**src/rtl/c8ie_ram.sv**
```systemverilog
module c8ie_ram #(
    parameter int WIDTH = 8,
    parameter int DEPTH = 16
) (
    input  logic                     i_clk,
    input  logic                     i_we,
    input  logic [$clog2(DEPTH)-1:0] i_waddr,
    input  logic [WIDTH-1:0]         i_wdata,
    input  logic [$clog2(DEPTH)-1:0] i_raddr,
    output logic [WIDTH-1:0]         o_rdata
);

    logic [WIDTH-1:0] r_mem [DEPTH];
    logic [WIDTH-1:0] r_rdata;

    always_ff @(posedge i_clk) begin
        if (i_we) begin
            r_mem[i_waddr] <= i_wdata;
        end
        r_rdata <= r_mem[i_raddr];
    end

    assign o_rdata = r_rdata;

endmodule

```
**config.mk**
```make
export PLATFORM = sky130hd
export DESIGN_NAME = c8ie_ram
export DESIGN_NICKNAME = d
export VERILOG_FILES = /design/src/rtl/c8ie_ram.sv
export SDC_FILE = /design/constraint.sdc
export NUM_CORES = 1
export LEC_CHECK = 0
export ABC_AREA = 1
export BUFFER_PORTS_ARGS = -buffer_cell sky130_fd_sc_hd__buf_4
export CAP_MARGIN = 20
export CORE_ASPECT_RATIO = 0.8
export CORE_MARGIN = 2
export CORE_UTILIZATION = 30
export CTS_CLUSTER_DIAMETER = 150
export DETAILED_ROUTE_END_ITERATION = 8
export PLACE_DENSITY = 0.47
export SLEW_MARGIN = 0
export SYNTH_ARGS = -nofsm -noshare
export SYNTH_HDL_FRONTEND = slang
export SYNTH_SLANG_ARGS = --single-unit
```
**constraint.sdc**
```tcl
create_clock -name i_clk -period 1.5 [get_ports i_clk]
set_input_delay 0.075 -clock i_clk [delete_from_list [all_inputs] [get_ports i_clk]]
set_output_delay 0.075 -clock i_clk [all_outputs]
set_load 0.05 [all_outputs]
```
==> flow_summary_export.csv <==
group,metric,value,unit
synth,synth_compound_area_frac,0,
worst_setup_path,r2r-start,"r_mem[11][5]",
drt,drtIter0Drc,269,
place,place_hpwl,8.69,mm
worst_setup_path,crit_required,1.42,ns
hold_path,hp-class,"in -> reg",
drt,totalWireLength,14.3,mm
worst_setup_path,r2r-end,"o_rdata[5]",
cts,cts-buffers-inserted,17,
grt,antenna_found_initial,0,
power,vdd_drop_max,0.679,mV
drt,drtPass1Iterations,4,
final_layout,nets,613,
floorplanning,boundaryPins,26,
timing,setup-tns-final,0,ns
worst_setup_path,cp_cell_sequence,"buf_4",
timing,max_freq,920,MHz
synth,synth_seq_cells,136,
cts,cts_setup_buffers,0,
worst_setup_path,critPathMaxFanout,1,
run,max_cap_violations,0,
worst_setup_path,critical_path_arrival,1.01,ns
timing,tightest_slew,0.589,ns
final_layout,syn_to_final_growth,19.6,%
synth,synth_edf_count,128,
floorplanning,rows,45,
floorplanning,die_w,159,um
synth,ys_types,12,
cts,cts.repair.resized,0,
synth,synthFlopType,"edfxtp_1",
synth,synthCells,551,
timing,fin_crit,1.09,ns
worst_setup_path,worstSetupPathType,"reg -> out",
cts,clock_latency,0.43,ns
worst_setup_path,crit_slowest_cell,"dfxtp_1",
synth,netlist_area,5770,um2
synth,synth_area_leaders,"edfxtp_1, nand2_1, nand3_1",
timing,fin_crit_sh,0.725,
floorplanning,die_area,20400,um2
floorplanning,start_util,0.305,
timing,hold_violations,0,
synth,syn-num-nets,569,
worst_setup_path,path_depth,1,
synth,synth_top_family_by_area,"simple AND/OR/NAND/NOR gates",
grt,grtUsageTotal,0.150,
place,pre_cts_slack,0.169,ns
grt,grt_pass1_wl,22.1,mm
power,p_leak,2.95,nW
floorplanning,die_y,128,um
timing,slew-limit-headroom,0.607,
timing,clock_skew,0.0148,ns
synth,yosysSeqAreaShare,0.694,
final_layout,nFillCells,1921,
synth,yosysTopAreaCell,"edfxtp_1",
hold_path,min_to,"r_mem[2][2]",
cts,cts.path.max_buffers,2,
worst_setup_path,worstPathBufferInverterCount,1,
status,status,"finished, final reports clean",
place,portBuffers,25,
timing,timing.final.ws_setup,0.413,ns
worst_setup_path,slowest_delay,0.37,ns
synth,synth_fa_ha_area_frac,0,
final_layout,n_antenna_cell,0,
final_layout,final_layout_size_suffix_gt1_frac,0.122,
cts,tritoncts,"done",
drt,vias,3771,
final_layout,ff_latch_area,4000,um2
synth,synth.area.mux_share,0,
worst_setup_path,r2r_cells,6,
cts,root_buffer,"clkbuf_16",
hold_path,hold_depth,1,
worst_setup_path,worst_setup_path_start_kind,"flip-flop",
synth,syn_area_per_cell,10.5,um2
timing,grt_setup_unrepaired,"false",
synth,synth_commonest_cells,"nand2_1, edfxtp_1, inv_1, nand3_1, nor2_1",
worst_setup_path,rrSetupSlack,0.46,ns
cts,ctsHoldBuffers,2,
cts,htreeDepth,4,
drt,drtAntennaViolNets,0,
grt,grt_max_degree,65,
timing,setup_violations,0,
power,power.density,1280,nW/um2
cts,clock-sinks,136,
hold_path,min_from,"i_wdata[2]",
final_layout,layout.cells.non_filler,866,
cts,clk_pin_slew_worst_paths,0.06,ns
drt,wl_per_cell,16.5,um
grt,overflow,0,
timing,maxSlewViolCount,0,
synth,synth_xor_area_frac,0,
synth,synth_most_common_cell,"nand2_1",
grt,first_global_vias,3603,
synth,yosysTopAreaCellShare,0.667,
final_layout,multi_input_area,1210,um2
place,gp_congestion,0.791,
drt,drc_errors,0,
drt,drt-vias-per-instance,4.35,
place,dp.cells,832,
floorplanning,placeableCoreArea,18900,um2
worst_setup_path,crit_path_end_kind,"output pin",
synth,yosys_warnings,0,
synth,synthSimpleGateAreaFrac,0.210,
synth,async_flop_share,0,
worst_setup_path,critPathTopFamily,"flip-flops",
-- sequential cells by signal, indices dropped and copies added, names as in the netlist --
| register | cells |
|---|---|
| o_rdata | 8 |
| r_mem | 128 |
-- power by group --
group	switching [mW]	internal [mW]
Clock	1.47	2.45
Sequential	0.0251	4.25
Combinational	0.463	0.195
Total	1.96	6.89
-- metrics by stage --
step                area, um2  hold slack, ns  power (mW)  utilization
detailed placement       6330           0.428        5.01        0.334
floorplan                5770           0.174        4.73            -
CTS                      6900         0.00370        8.92        0.365
finish                   6900          0.0157        8.85        0.365
global placement         6330           0.430        5.01        0.334
global route             6900          0.0205        9.15        0.365
-- cell usage in the layout, fill, tap and decap left out --
master,n
nand2_1,173
edfxtp_1,128
inv_1,100
nand3_1,97
buf_4,43
nor2_1,17
clkbuf_16,17
dfxtp_1,8
clkbuf_1,7
clkbuf_8,4
buf_12,4
clkinv_2,3
inv_2,2
nand3b_1,2
dlygate4sd3_1,2
bufinv_16,1
-- cell families (layout without fill, tap and decap cells) --
logic type / count (synthesis) / count (layout)
flip-flops: 136 / 136
buffers and inverters: 126 / 183
AND/OR/NAND/NOR: 289 / 289
-- final cells by class --
class,instances,share of cell area
Clock buffer,28,0.0735
Sequential cell,136,0.580
Tap cell,258,0.0468
Multi-Input combinational cell,289,0.176
Timing Repair Buffer,49,0.0613
Clock inverter,4,0.00653
Inverter,102,0.0555
-- worst max path at each step --
| stage | startpoint | endpoint |
|---|---|---|
| floorplan | i_waddr[2] | r_mem[10][0] |
| global placement | i_raddr[2] | o_rdata[0] |
| detailed placement | i_raddr[2] | o_rdata[1] |
| CTS | o_rdata[4] | o_rdata[4] |
| global route | r_mem[11][5] | o_rdata[5] |
| finish | o_rdata[4] | o_rdata[4] |
-- layer usage --
layer,wire (um),GRT usage
met5,0,0
met4,248,0.0572
met3,739,0.0336
met2,6080,0.216
met1,7200,0.219
Power figures use the tool's default switching activity.
