--- config.mk ---
export PLATFORM = sky130hd
export DESIGN_NAME = c8ie_alu
export DESIGN_NICKNAME = d
export VERILOG_FILES = /design/src/rtl/c8ie_pkg.sv /design/src/rtl/c8ie_alu.sv
export SDC_FILE = /design/constraint.sdc
export NUM_CORES = 1
export LEC_CHECK = 0
export ABC_AREA = 1
export BUFFER_PORTS_ARGS = -buffer_cell sky130_fd_sc_hd__buf_2
export CORE_MARGIN = 1.5
export CORE_UTILIZATION = 44
export DETAILED_ROUTE_END_ITERATION = 12
export PLACE_DENSITY = 0.71
export SLEW_MARGIN = 10
export SYNTH_ARGS = -nofsm -noshare
export SYNTH_HDL_FRONTEND = slang
export SYNTH_SLANG_ARGS = --single-unit
--- constraint.sdc ---
create_clock -name vclk -period 11.15
set_input_delay 1.115 -clock vclk [all_inputs]
set_output_delay 1.115 -clock vclk [all_outputs]
set_load 0.01 [all_outputs]
--- src/rtl/c8ie_pkg.sv ---
package c8ie_pkg;

    localparam int MEM_BYTES    = 4096;
    localparam int STACK_DEPTH  = 16;
    localparam int LOAD_ADDRESS = 512;
    localparam int GLYPH_HEIGHT = 5;

    localparam int MEM_AW = $clog2(MEM_BYTES);
    localparam int SP_W   = $clog2(STACK_DEPTH + 1);
    localparam int SP_IW  = $clog2(STACK_DEPTH);
    localparam int GLYPH_BYTES = 80;

    typedef enum logic [1:0] {
        FN_EXEC  = 2'd0,
        FN_WRITE = 2'd1,
        FN_READ  = 2'd2,
        FN_START = 2'd3
    } t_func;

    // opcode high nibbles
    localparam logic [3:0] OP_SYS  = 4'h0;
    localparam logic [3:0] OP_JP   = 4'h1;
    localparam logic [3:0] OP_CALL = 4'h2;
    localparam logic [3:0] OP_SEK  = 4'h3;
    localparam logic [3:0] OP_SNEK = 4'h4;
    localparam logic [3:0] OP_SER  = 4'h5;
    localparam logic [3:0] OP_LDK  = 4'h6;
    localparam logic [3:0] OP_ADDK = 4'h7;
    localparam logic [3:0] OP_ALU  = 4'h8;
    localparam logic [3:0] OP_SNER = 4'h9;
    localparam logic [3:0] OP_LDI  = 4'hA;
    localparam logic [3:0] OP_JPV0 = 4'hB;
    localparam logic [3:0] OP_RND  = 4'hC;
    localparam logic [3:0] OP_MISC = 4'hF;
    localparam logic [15:0] OP_RET = 16'h00EE;

    // 8xy_ sub-codes
    localparam logic [3:0] SUB_LD   = 4'h0;
    localparam logic [3:0] SUB_OR   = 4'h1;
    localparam logic [3:0] SUB_AND  = 4'h2;
    localparam logic [3:0] SUB_XOR  = 4'h3;
    localparam logic [3:0] SUB_ADD  = 4'h4;
    localparam logic [3:0] SUB_SUB  = 4'h5;
    localparam logic [3:0] SUB_SHR  = 4'h6;
    localparam logic [3:0] SUB_SUBN = 4'h7;
    localparam logic [3:0] SUB_SHL  = 4'hE;

    // Fx__ sub-codes
    localparam logic [7:0] FX_DT_RD = 8'h07;
    localparam logic [7:0] FX_DT_WR = 8'h15;
    localparam logic [7:0] FX_ST_WR = 8'h18;
    localparam logic [7:0] FX_ADDI  = 8'h1E;
    localparam logic [7:0] FX_GLYPH = 8'h29;
    localparam logic [7:0] FX_BCD   = 8'h33;
    localparam logic [7:0] FX_STORE = 8'h55;
    localparam logic [7:0] FX_LOAD  = 8'h65;

    typedef enum logic [3:0] {
        ALU_PASS,
        ALU_OR,
        ALU_AND,
        ALU_XOR,
        ALU_ADD8,
        ALU_SUB8,
        ALU_SUBN8,
        ALU_SHR,
        ALU_SHL,
        ALU_EQ,
        ALU_ADD12,
        ALU_ADD16,
        ALU_MUL,
        ALU_DIG_H,
        ALU_DIG_T,
        ALU_DIG_O
    } t_alu_op;

    typedef struct packed {
        t_alu_op     op;
        logic [15:0] a;
        logic [15:0] b;
    } t_alu_req;

    typedef struct packed {
        logic [15:0] res;
        logic        flag;
    } t_alu_rsp;

    localparam logic [7:0] GLYPHS [GLYPH_BYTES] = '{
        8'hF0, 8'h90, 8'h90, 8'h90, 8'hF0, 8'h20, 8'h60, 8'h20, 8'h20, 8'h70,
        8'hF0, 8'h10, 8'hF0, 8'h80, 8'hF0, 8'hF0, 8'h10, 8'hF0, 8'h10, 8'hF0,
        8'h90, 8'h90, 8'hF0, 8'h10, 8'h10, 8'hF0, 8'h80, 8'hF0, 8'h10, 8'hF0,
        8'hF0, 8'h80, 8'hF0, 8'h90, 8'hF0, 8'hF0, 8'h10, 8'h20, 8'h40, 8'h40,
        8'hF0, 8'h90, 8'hF0, 8'h90, 8'hF0, 8'hF0, 8'h90, 8'hF0, 8'h10, 8'hF0,
        8'hF0, 8'h90, 8'hF0, 8'h90, 8'h90, 8'hE0, 8'h90, 8'hE0, 8'h90, 8'hE0,
        8'hF0, 8'h80, 8'h80, 8'h80, 8'hF0, 8'hE0, 8'h90, 8'h90, 8'h90, 8'hE0,
        8'hF0, 8'h80, 8'hF0, 8'h80, 8'hF0, 8'hF0, 8'h80, 8'hF0, 8'h80, 8'h80
    };

    // reset image of the byte memory
    function automatic logic [7:0] glyph_byte(input logic [MEM_AW-1:0] a);
        logic [7:0] v;
        v = 8'h00;
        if (int'(a) < GLYPH_BYTES) begin
            v = GLYPHS[a[6:0]];
        end
        return v;
    endfunction

    // 12-bit address folded into the memory size (a < 8 * MEM_BYTES)
    function automatic logic [MEM_AW-1:0] mem_index(input logic [11:0] a);
        int v;
        v = int'(a);
        if (v >= 4 * MEM_BYTES) v = v - 4 * MEM_BYTES;
        if (v >= 2 * MEM_BYTES) v = v - 2 * MEM_BYTES;
        if (v >= MEM_BYTES)     v = v - MEM_BYTES;
        return MEM_AW'(v);
    endfunction

endpackage

--- src/rtl/c8ie_alu.sv ---
module c8ie_alu
    import c8ie_pkg::*;
(
    input  t_alu_req i_req,
    output t_alu_rsp o_rsp
);

    logic [7:0] a8;
    logic [7:0] b8;
    logic [8:0] sum9;
    logic [1:0] hund;
    logic [7:0] rem100;
    logic [15:0] tprod;
    logic [3:0] tens;
    logic [7:0] ones;

    always_comb begin
        a8   = i_req.a[7:0];
        b8   = i_req.b[7:0];
        sum9 = {1'b0, a8} + {1'b0, b8};

        // decimal digits of an 8-bit value
        if (a8 >= 8'd200) begin
            hund = 2'd2;
        end else if (a8 >= 8'd100) begin
            hund = 2'd1;
        end else begin
            hund = 2'd0;
        end
        rem100 = a8 - 8'(hund) * 8'd100;
        tprod  = 16'(rem100) * 16'd205;     // x/10 for x < 100
        tens   = tprod[14:11];
        ones   = rem100 - 8'(tens) * 8'd10;

        o_rsp.res  = 16'h0000;
        o_rsp.flag = 1'b0;
        case (i_req.op)
            ALU_PASS:  o_rsp.res = {8'h00, b8};
            ALU_OR:    o_rsp.res = {8'h00, a8 | b8};
            ALU_AND:   o_rsp.res = {8'h00, a8 & b8};
            ALU_XOR:   o_rsp.res = {8'h00, a8 ^ b8};
            ALU_ADD8: begin
                o_rsp.res  = {8'h00, sum9[7:0]};
                o_rsp.flag = sum9[8];
            end
            ALU_SUB8: begin
                o_rsp.res  = {8'h00, a8 - b8};
                o_rsp.flag = a8 > b8;
            end
            ALU_SUBN8: begin
                o_rsp.res  = {8'h00, b8 - a8};
                o_rsp.flag = b8 > a8;
            end
            ALU_SHR: begin
                o_rsp.res  = {8'h00, 1'b0, a8[7:1]};
                o_rsp.flag = a8[0];
            end
            ALU_SHL: begin
                o_rsp.res  = {8'h00, a8[6:0], 1'b0};
                o_rsp.flag = a8[7];
            end
            ALU_EQ:    o_rsp.flag = a8 == b8;
            ALU_ADD12: o_rsp.res = {4'h0, i_req.a[11:0] + i_req.b[11:0]};
            ALU_ADD16: o_rsp.res = i_req.a + i_req.b;
            ALU_MUL:   o_rsp.res = 16'(32'(i_req.a) * 32'(GLYPH_HEIGHT));
            ALU_DIG_H: o_rsp.res = {14'h0000, hund};
            ALU_DIG_T: o_rsp.res = {12'h000, tens};
            ALU_DIG_O: o_rsp.res = {8'h00, ones};
            default:   o_rsp.res = 16'h0000;
        endcase
    end

endmodule

==> results of run 1 <==
==> cell type report <==
cell class                 instances  share of cell area
inverter                         159               0.114
multi-input combinational        628               0.802
tap                              136              0.0326
timing repair buffer              53              0.0508
==> layout by cell type, fill, tap and decap left out, types with 7 or more instances in the layout <==
cell type,count
sky130_fd_sc_hd__nand3_1,53
sky130_fd_sc_hd__o22ai_1,14
sky130_fd_sc_hd__ha_1,115
sky130_fd_sc_hd__inv_2,8
sky130_fd_sc_hd__nand2_1,193
sky130_fd_sc_hd__xor2_1,11
sky130_fd_sc_hd__nor3_1,8
sky130_fd_sc_hd__xnor2_1,9
sky130_fd_sc_hd__fa_1,18
sky130_fd_sc_hd__a21oi_1,53
sky130_fd_sc_hd__nor2_1,58
sky130_fd_sc_hd__buf_2,53
sky130_fd_sc_hd__nand4_1,7
sky130_fd_sc_hd__inv_1,151
sky130_fd_sc_hd__o21ai_0,34
==> per-stage QoR <==
| step | power (mW) | worst slack [ns] | util |
|---|---|---|---|
| floorplan | 1.11 | 2.51 | - |
| global placement | 1.37 | 1.85 | 0.499 |
| detailed placement | 1.39 | 1.67 | 0.499 |
| CTS | 1.41 | 1.67 | 0.499 |
| global route | 1.66 | 1.03 | 0.499 |
| finish | 1.42 | 1.64 | 0.499 |
==> path summary, 6_finish.rpt <==
check,to,startpoint,slack [ns],cells after the start
setup / recovery,o_rsp[8],i_req[21],1.64,43
hold / removal,o_rsp[16],i_req[15],2.68,6
==> layer usage <==
layer	share of wire	wire (um)	global-route usage	up-vias
met3	0.077	1080	0.0188	18
li1	-	-	-	2677
met1	0.46	6450	0.359	2254
met4	0.013	187	0.0357	0
met2	0.44	6170	0.418	216
met5	0	0	0	-
==> cell families after synthesis <==
logic type,Yosys count
buf+inv,162
fa+ha+maj,133
simple gates,344
xor+xnor,20
compound gates,131
==> power by group through the flow <==
| stage | Clock (mW) | Combinational, mW | Sequential (mW) |
|---|---|---|---|
| 2_1_floorplan | 0 | 1.11 | 0 |
| 3_3_place_gp | 0 | 1.37 | 0 |
| 3_5_place_dp | 0 | 1.39 | 0 |
| 4_1_cts | 0 | 1.41 | 0 |
| 5_1_grt | 0 | 1.66 | 0 |
| 6_report | 0 | 1.42 | 0 |
==> results list, run 1 <==
- The run finished with clean final reports.
- During synthesis, Yosys emitted a total of 0 warnings.
* Layout clock buffer count: 0
* Post-Syn Area per Cell: 6.08 um2
- Largest cells by area after synthesis: sky130_fd_sc_hd__ha_1 (30%), sky130_fd_sc_hd__nand2_1 (15%), sky130_fd_sc_hd__inv_1 (12%)
- Of the total synthesized cell area, the portion taken by AND, OR, NAND and NOR gates is 0.308.
- Overall routing resource usage: 0.250
- Number of filler instances in the final layout: approximately 1100
- VDD sags by at most 0.401 mV.
- Of the total synthesized cell area, the portion taken by full adders, half adders and majority gates is 0.374.
- The floorplan step defined a die boundary enclosing 0.0116 mm2.
- After the last flow step, the layout net total stands at slightly above 1000.
* Switching power of the nets: 0.858 mW
- Hold is met by between 2 and 3 ns.
- I/O pin count: 53
* Setup-violating endpoint count in the final report: 0
- Num sequential: 0
- Of the total synthesized cell area, the portion taken by XOR and XNOR cells is 0.0365.
- Number of antenna violations at the first check in global routing: 0
- STA classifies the critical path startpoint as a primary input.
- The placed instances occupy a cell area of 0.00522 mm2.
- Count of cells resized by post-cts repair: 0
- Count of routing violations after the opening detailed-route iteration: about 360
- Dominant combinational cell family by area after synthesis: adder cells
- Total congestion overflow after global routing: 0
* Data arrival time at the worst-slack endpoint: 8.39 ns
- The post-synthesis compound-gate area fraction was 0.154.
- # rows: 37
- After detailed routing, the average wire length per cell comes to 14.2 um.
- The final count of hold timing violations came to 0.
* Post-placement cell count: about 980
* Unrepaired setup endpoints after global routing: no
- In this run the worst hold path is classified as primary input to primary output.
- Share of the yosys chip area belonging to registers: 0
- For the pin with the worst max-slew slack, the measured transition is 0.471 ns.
* Kind of capture point of the worst setup path: primary output
* Fraction of power spent switching nets: 0.605
* Number of post-CTS setup repair buffers: 0
* DRC errors left: 0
- Placer Congestion: between 0.9 and 1
- Of the cells placed in the final design, the portion with a size suffix greater than 1 is 0.0881.
- Most common library cells after synthesis: sky130_fd_sc_hd__nand2_1 (193), sky130_fd_sc_hd__inv_1 (151), sky130_fd_sc_hd__ha_1 (115)
- The analysis attributes to cell leakage a power of 3.12 nW.
* Synthesized cell area: between 0.004 and 0.005 mm2
- Library cell with the largest summed area after synthesis: sky130_fd_sc_hd__ha_1
- The total count of max-transition violations in the final report is 0.
- Pin count of the biggest net entering global routing: 14
* Period utilization: 0.853
- Buffers inserted to repair hold after CTS numbered 0.
* Int Power: about 0.56 mW
- Library cell with the highest instance count after synthesis: sky130_fd_sc_hd__nand2_1
- The area growth from synthesis to layout is 8.70%.
* Most frequent cell on the critical path: sky130_fd_sc_hd__nand2_1
- Top Family by Delay on Critical Path: adder cells
- Achievable Freq: 105 MHz
* Proportion of netlist area held by the largest area contributor: 0.299
- Core Region: 0.0105 mm2
- Global-route wire length before repair: 23700 um
- In the final layout, the multi-input gates occupy approximately 0.0042 mm2.
- Count of distinct cell types in the synthesized netlist: 40
* Portion of total power attributed to combinational logic: 1.000
- Adding up every negative setup slack in the final design gives 0 ns.
- DIE WIDTH: 107 um
* Fraction of synthesized area in multiplexers: 0
* Number of antenna cells inserted: 0
* Slowest stage cell on the critical path: sky130_fd_sc_hd__fa_1
- Initial Utilization: 0.459
- Of all nets on the critical path, the largest fanout is 8.
- Summed over all layers, the routed wires come to 13900 um.
- Clock network power share: 0
- Across the run, the number of max-cap violations was 0.
- After the flow finishes, the layout carries non-filler instances totaling about 1000.
- The critical path is of the primary input to primary output type.
* Post-Synthesis Cells: 790
* Buffers on Ports: 53
* 1st-pass router iterations: 5
- Post-layout minimum cycle time: 9.51 ns
- The sequential cells in the finished layout cover a total of 0 um2.
* Number of buffers and inverters on the critical path: 11
- DR vias: 5165
- DR vias/cell: ~5.3
- Synthesis produced a netlist with a net count of 959.
- At the worst endpoint, the required time is approximately 10 ns.
* Final cell area excluding filler cells: ~0.0052 mm2
- Antenna violation net count after detailed routing: 0
- Portion of total power attributed to sequential cells: 0
- Measured against its own limit, the worst slew margin works out to 0.685.
- Via count of the first global-routing pass: approximately 5000
- Slowest Stage Delay on Critical Path: between 0.5 and 0.6 ns
- Power density relative to cell area: 271 mW/mm2
* Die height: 107 um
* Post-detail-place hpwl: 12100 um
(Power assumes the default switching activity.)
==> run 2, diff against run 1 <==
--- a/config.mk
+++ b/config.mk
@@ -5,12 +5,13 @@
 export SDC_FILE = /design/constraint.sdc
 export NUM_CORES = 1
 export LEC_CHECK = 0
-export ABC_AREA = 1
 export BUFFER_PORTS_ARGS = -buffer_cell sky130_fd_sc_hd__buf_2
+export CELL_PAD_IN_SITES_DETAIL_PLACEMENT = 1
+export CELL_PAD_IN_SITES_GLOBAL_PLACEMENT = 1
 export CORE_MARGIN = 1.5
 export CORE_UTILIZATION = 44
 export DETAILED_ROUTE_END_ITERATION = 12
-export PLACE_DENSITY = 0.71
+export PLACE_DENSITY = 0.9
 export SLEW_MARGIN = 10
 export SYNTH_ARGS = -nofsm -noshare
 export SYNTH_HDL_FRONTEND = slang
==> run 2 against run 1 <==
Net effect: via count down 4.9%; global-route usage grew 3.4 points; count of clock-buffer cells in the layout did not move; utilization decreased by 1.5 points; first-iteration DRC count up 2.8%; die area down 3.6%; wire length grew 13%; critical path type unchanged; largest cell class unchanged; highest routed layer unchanged.
==> results list, run 2 <==
- The run finished with clean final reports.
- Power consumption: 1.76 mW (+24%)
* Worst-case setup slack after placement: 0.950 ns (-0.722 ns)
* Largest fanout on the critical path: 11 (+3)
- Number of antenna violations at the first check in global routing: 0 (unchanged)
* Relative area change from synthesis to final layout: 7.52%
- The remaining routing DRC violations was 0 (unchanged).
- Overall routing resource usage: 0.284 (+0.0341)
- Worst-case hold path end point: o_rsp[16]
- The highest achievable clock rate is 97.8 MHz (-7.0%).
- The count of antenna diodes in the layout came to 0 (unchanged).
* Buffers on Ports: 53 (unchanged)
- The number of core rows came to 37 (unchanged).
- The synthesized cell area was 0.00463 mm2 (-3.7%).
- The worst-case vdd ir drop is 0.502 mV (+25%).
* Antenna violation net count after detailed routing: 0 (unchanged)
- Routed wl met2: 7710 um (+25%)
- Beginning of the worst hold path: i_req[15]
- The number of cells traversed by the worst hold path was 5 (-1).
* Kind of capture point of the worst setup path: primary output
- The die span in y is 106 um (-1.8%).
- Initial Utilization: 0.450 (-0.00901)
* Fraction of layout instances using a drive strength above 1: 0.0937 (+0.00556)
* Post-detail-place hpwl: 13400 um (+11%)
* Number of post-CTS setup repair buffers: 0 (unchanged)
- Critical Path Source Type: primary input
- Syn Nets: 795 (-17%)
- Max-cap check violation count: 0 (unchanged)
- The number of flip-flops and latches came to 0 (unchanged).
- The power per standard cell area is 354 mW/mm2 (+31%).
- Global-route wire length before repair: 25800 um (+8.9%)
- The measured slew at the worst slew-check pin came to 0.896 ns (+0.424 ns).
* Unrepaired setup endpoints after global routing: no
- The residual overflow from global routing is 0 (unchanged).
* NumNets Final: 833 (-18%)
* Max_slew headroom: 0.398 (-0.287)
- Adder-cell area share of the yosys netlist: 0.391 (+0.0168)
* Slew Limit Fails: 0 (unchanged)
- Leakage power: 2.48 nW (-20%)
- Slowest stage cell on the critical path: sky130_fd_sc_hd__fa_1
- The highest metal layer carrying signal wires in the routed design is met4.
- Fraction of synthesized area in multiplexers: 0.0130 (+0.0130)
- Pin count of the biggest net entering global routing: 35 (+21)
- In the layout the commonest cells are sky130_fd_sc_hd__ha_1 (115), sky130_fd_sc_hd__inv_1 (86), sky130_fd_sc_hd__buf_2 (53), sky130_fd_sc_hd__a21oi_1 (48), sky130_fd_sc_hd__nand2_1 (47).
* Proportion of netlist area held by the largest area contributor: 0.311 (+0.0115)
- Post-layout minimum cycle time: 10.23 ns (+0.720 ns)
* Die area: 0.0111 mm2 (-3.6%)
- DIE WIDTH: 106 um (-1.8%)
- The core footprint came to 0.0103 mm2 (-1.8%).
* Post-Syn Area per Cell: 7.39 um2 (+22%)
* Met1 layer wirelength in the final routing: 6780 um (+5.1%)
- The count of clock-net buffers in the final layout was 0 (unchanged).
- The post-synthesis compound-gate area fraction was 0.271 (+0.117).
- Summed over all instances, the cell type with the most area after synthesis is sky130_fd_sc_hd__ha_1.
* Slowest Stage Delay on Critical Path: 0.56 ns (+0.02 ns)
- Largest cells by area after synthesis: sky130_fd_sc_hd__ha_1 (31%), sky130_fd_sc_hd__fa_1 (7.8%), sky130_fd_sc_hd__inv_1 (7.0%)
* DR vias/cell: 6.16 (+16%)
- Setup-violating endpoint count in the final report: 0 (unchanged)
* Via count of the first global-routing pass: 5179 (+3.2%)
- Top Family by Delay on Critical Path: adder cells
- Count of distinct cell types in the synthesized netlist: 60 (+50%)
* Wire length on met3: 751 um (-30%)
* Number of buffers and inverters on the critical path: 6 (-5)
* 1st-pass router iterations: 5 (unchanged)
- Total of warnings raised by yosys: 0 (unchanged)
- Count of cells resized by post-cts repair: 0 (unchanged)
- The final estimated routing congestion in global placement is 0.969 (-2.7%).
* Most common library cells after synthesis: sky130_fd_sc_hd__ha_1 (115), sky130_fd_sc_hd__inv_1 (86), sky130_fd_sc_hd__a21oi_1 (48)
- The final routed wirelength across all metal layers is 15700 um (+13%).
- The xor-xnor portion of the synthesized cell area was 0.0836 (+0.0471).
- The number of DRC markers after the initial detailed-route iteration is 371 (+2.8%).
- The number of instances in the synthesized netlist came to 626 (-21%).
- Mean routed wirelength per cell: 19.7 um (+38%)
- Most frequent cell on the critical path: sky130_fd_sc_hd__ha_1
* Most common library cell in the layout ignoring fill and taps: sky130_fd_sc_hd__ha_1
- By startpoint and endpoint, the worst setup path is classified as primary input to primary output.
- Dominant combinational cell family by area after synthesis: adder cells
- Share of the yosys chip area belonging to registers: 0 (unchanged)
* Required time reported for the critical path endpoint: 10.04 ns (about the same)
* Post-Synth Simple-Gate Area: 0.151 (-0.156)
- The critical path arrival came to 9.11 ns (+0.72 ns).
* Hold Buf Count CTS: 0 (unchanged)
- The final count of hold timing violations was 0 (unchanged).
* Worst hold path class: primary input to primary output
* Final TNS setup: 0 ns (unchanged)
- The via count of the routed design is 4913 (-4.9%).
- Flip-flop and latch area: 0 um2 (unchanged)
- I/O pin count: 53 (unchanged)
- Library cell with the highest instance count after synthesis: sky130_fd_sc_hd__ha_1
- The worst-case setup margin in the final layout was 0.924 ns (-0.720 ns).
- The final critical-path share of the clock period came to 0.917 (+0.0646).
run 2: cell count changes after synthesis, sizes merged, moves of 6 or more:
cell / delta
a221oi: +7
a22oi: +7
buf: +12
inv: -72
mux2i: +6
nand2: -151
nand2b: +9
nand3: -45
nor2: -24
nor2b: +11
nor3: +9
o21a: +6
xnor2: +17
run 2: where the power goes:
group / leakage (nW) / switching [mW] / total, mW / internal [mW]
clock: 0 / 0 / 0 / 0
sequential: 0 / 0 / 0 / 0
combinational: 2.48 / 1.02 / 1.76 / 0.741
run 2: how the worst max path moves through the flow:
stage | startpoint | end | cells after the start
floorplan | i_req[20] | o_rsp[8] | 31
global placement | i_req[20] | o_rsp[8] | 32
detailed placement | i_req[20] | o_rsp[8] | 32
CTS | i_req[20] | o_rsp[8] | 32
global route | i_req[20] | o_rsp[8] | 33
finish | i_req[20] | o_rsp[8] | 32
run 2: final cells by class:
cell class,instances,area [um2]
fillers,1360,5300
inverters,87,329
multi-input cells,522,4210
well taps,136,170
repair buffers,53,265
run 2: metal layers:
layer | track usage | vias to the layer above
li1 | - | 2314
met1 | 0.362 | 2371
met2 | 0.518 | 185
met3 | 0.0130 | 43
met4 | 0.0849 | 0
met5 | 0 | -
run 2: logic make-up (layout without fill, tap and decap cells):
group	Yosys count	in the layout
multiplexers	6	6
adder cells (fa/ha/maj)	134	134
buffers and inverters	104	140
XOR/XNOR	42	42
AND/OR/NAND/NOR	149	149
AO/OA/AOI/OAI	191	191
run 2: per-stage QoR:
step	hold WS, ns	util	cell area (um2)	instances
after floorplan	2.52	-	4630	626
after global placement	2.76	0.484	4970	798
after detailed placement	2.82	0.484	4970	798
after CTS	2.82	0.484	4970	798
after global routing	2.84	0.484	4970	798
final	2.82	0.484	4970	798
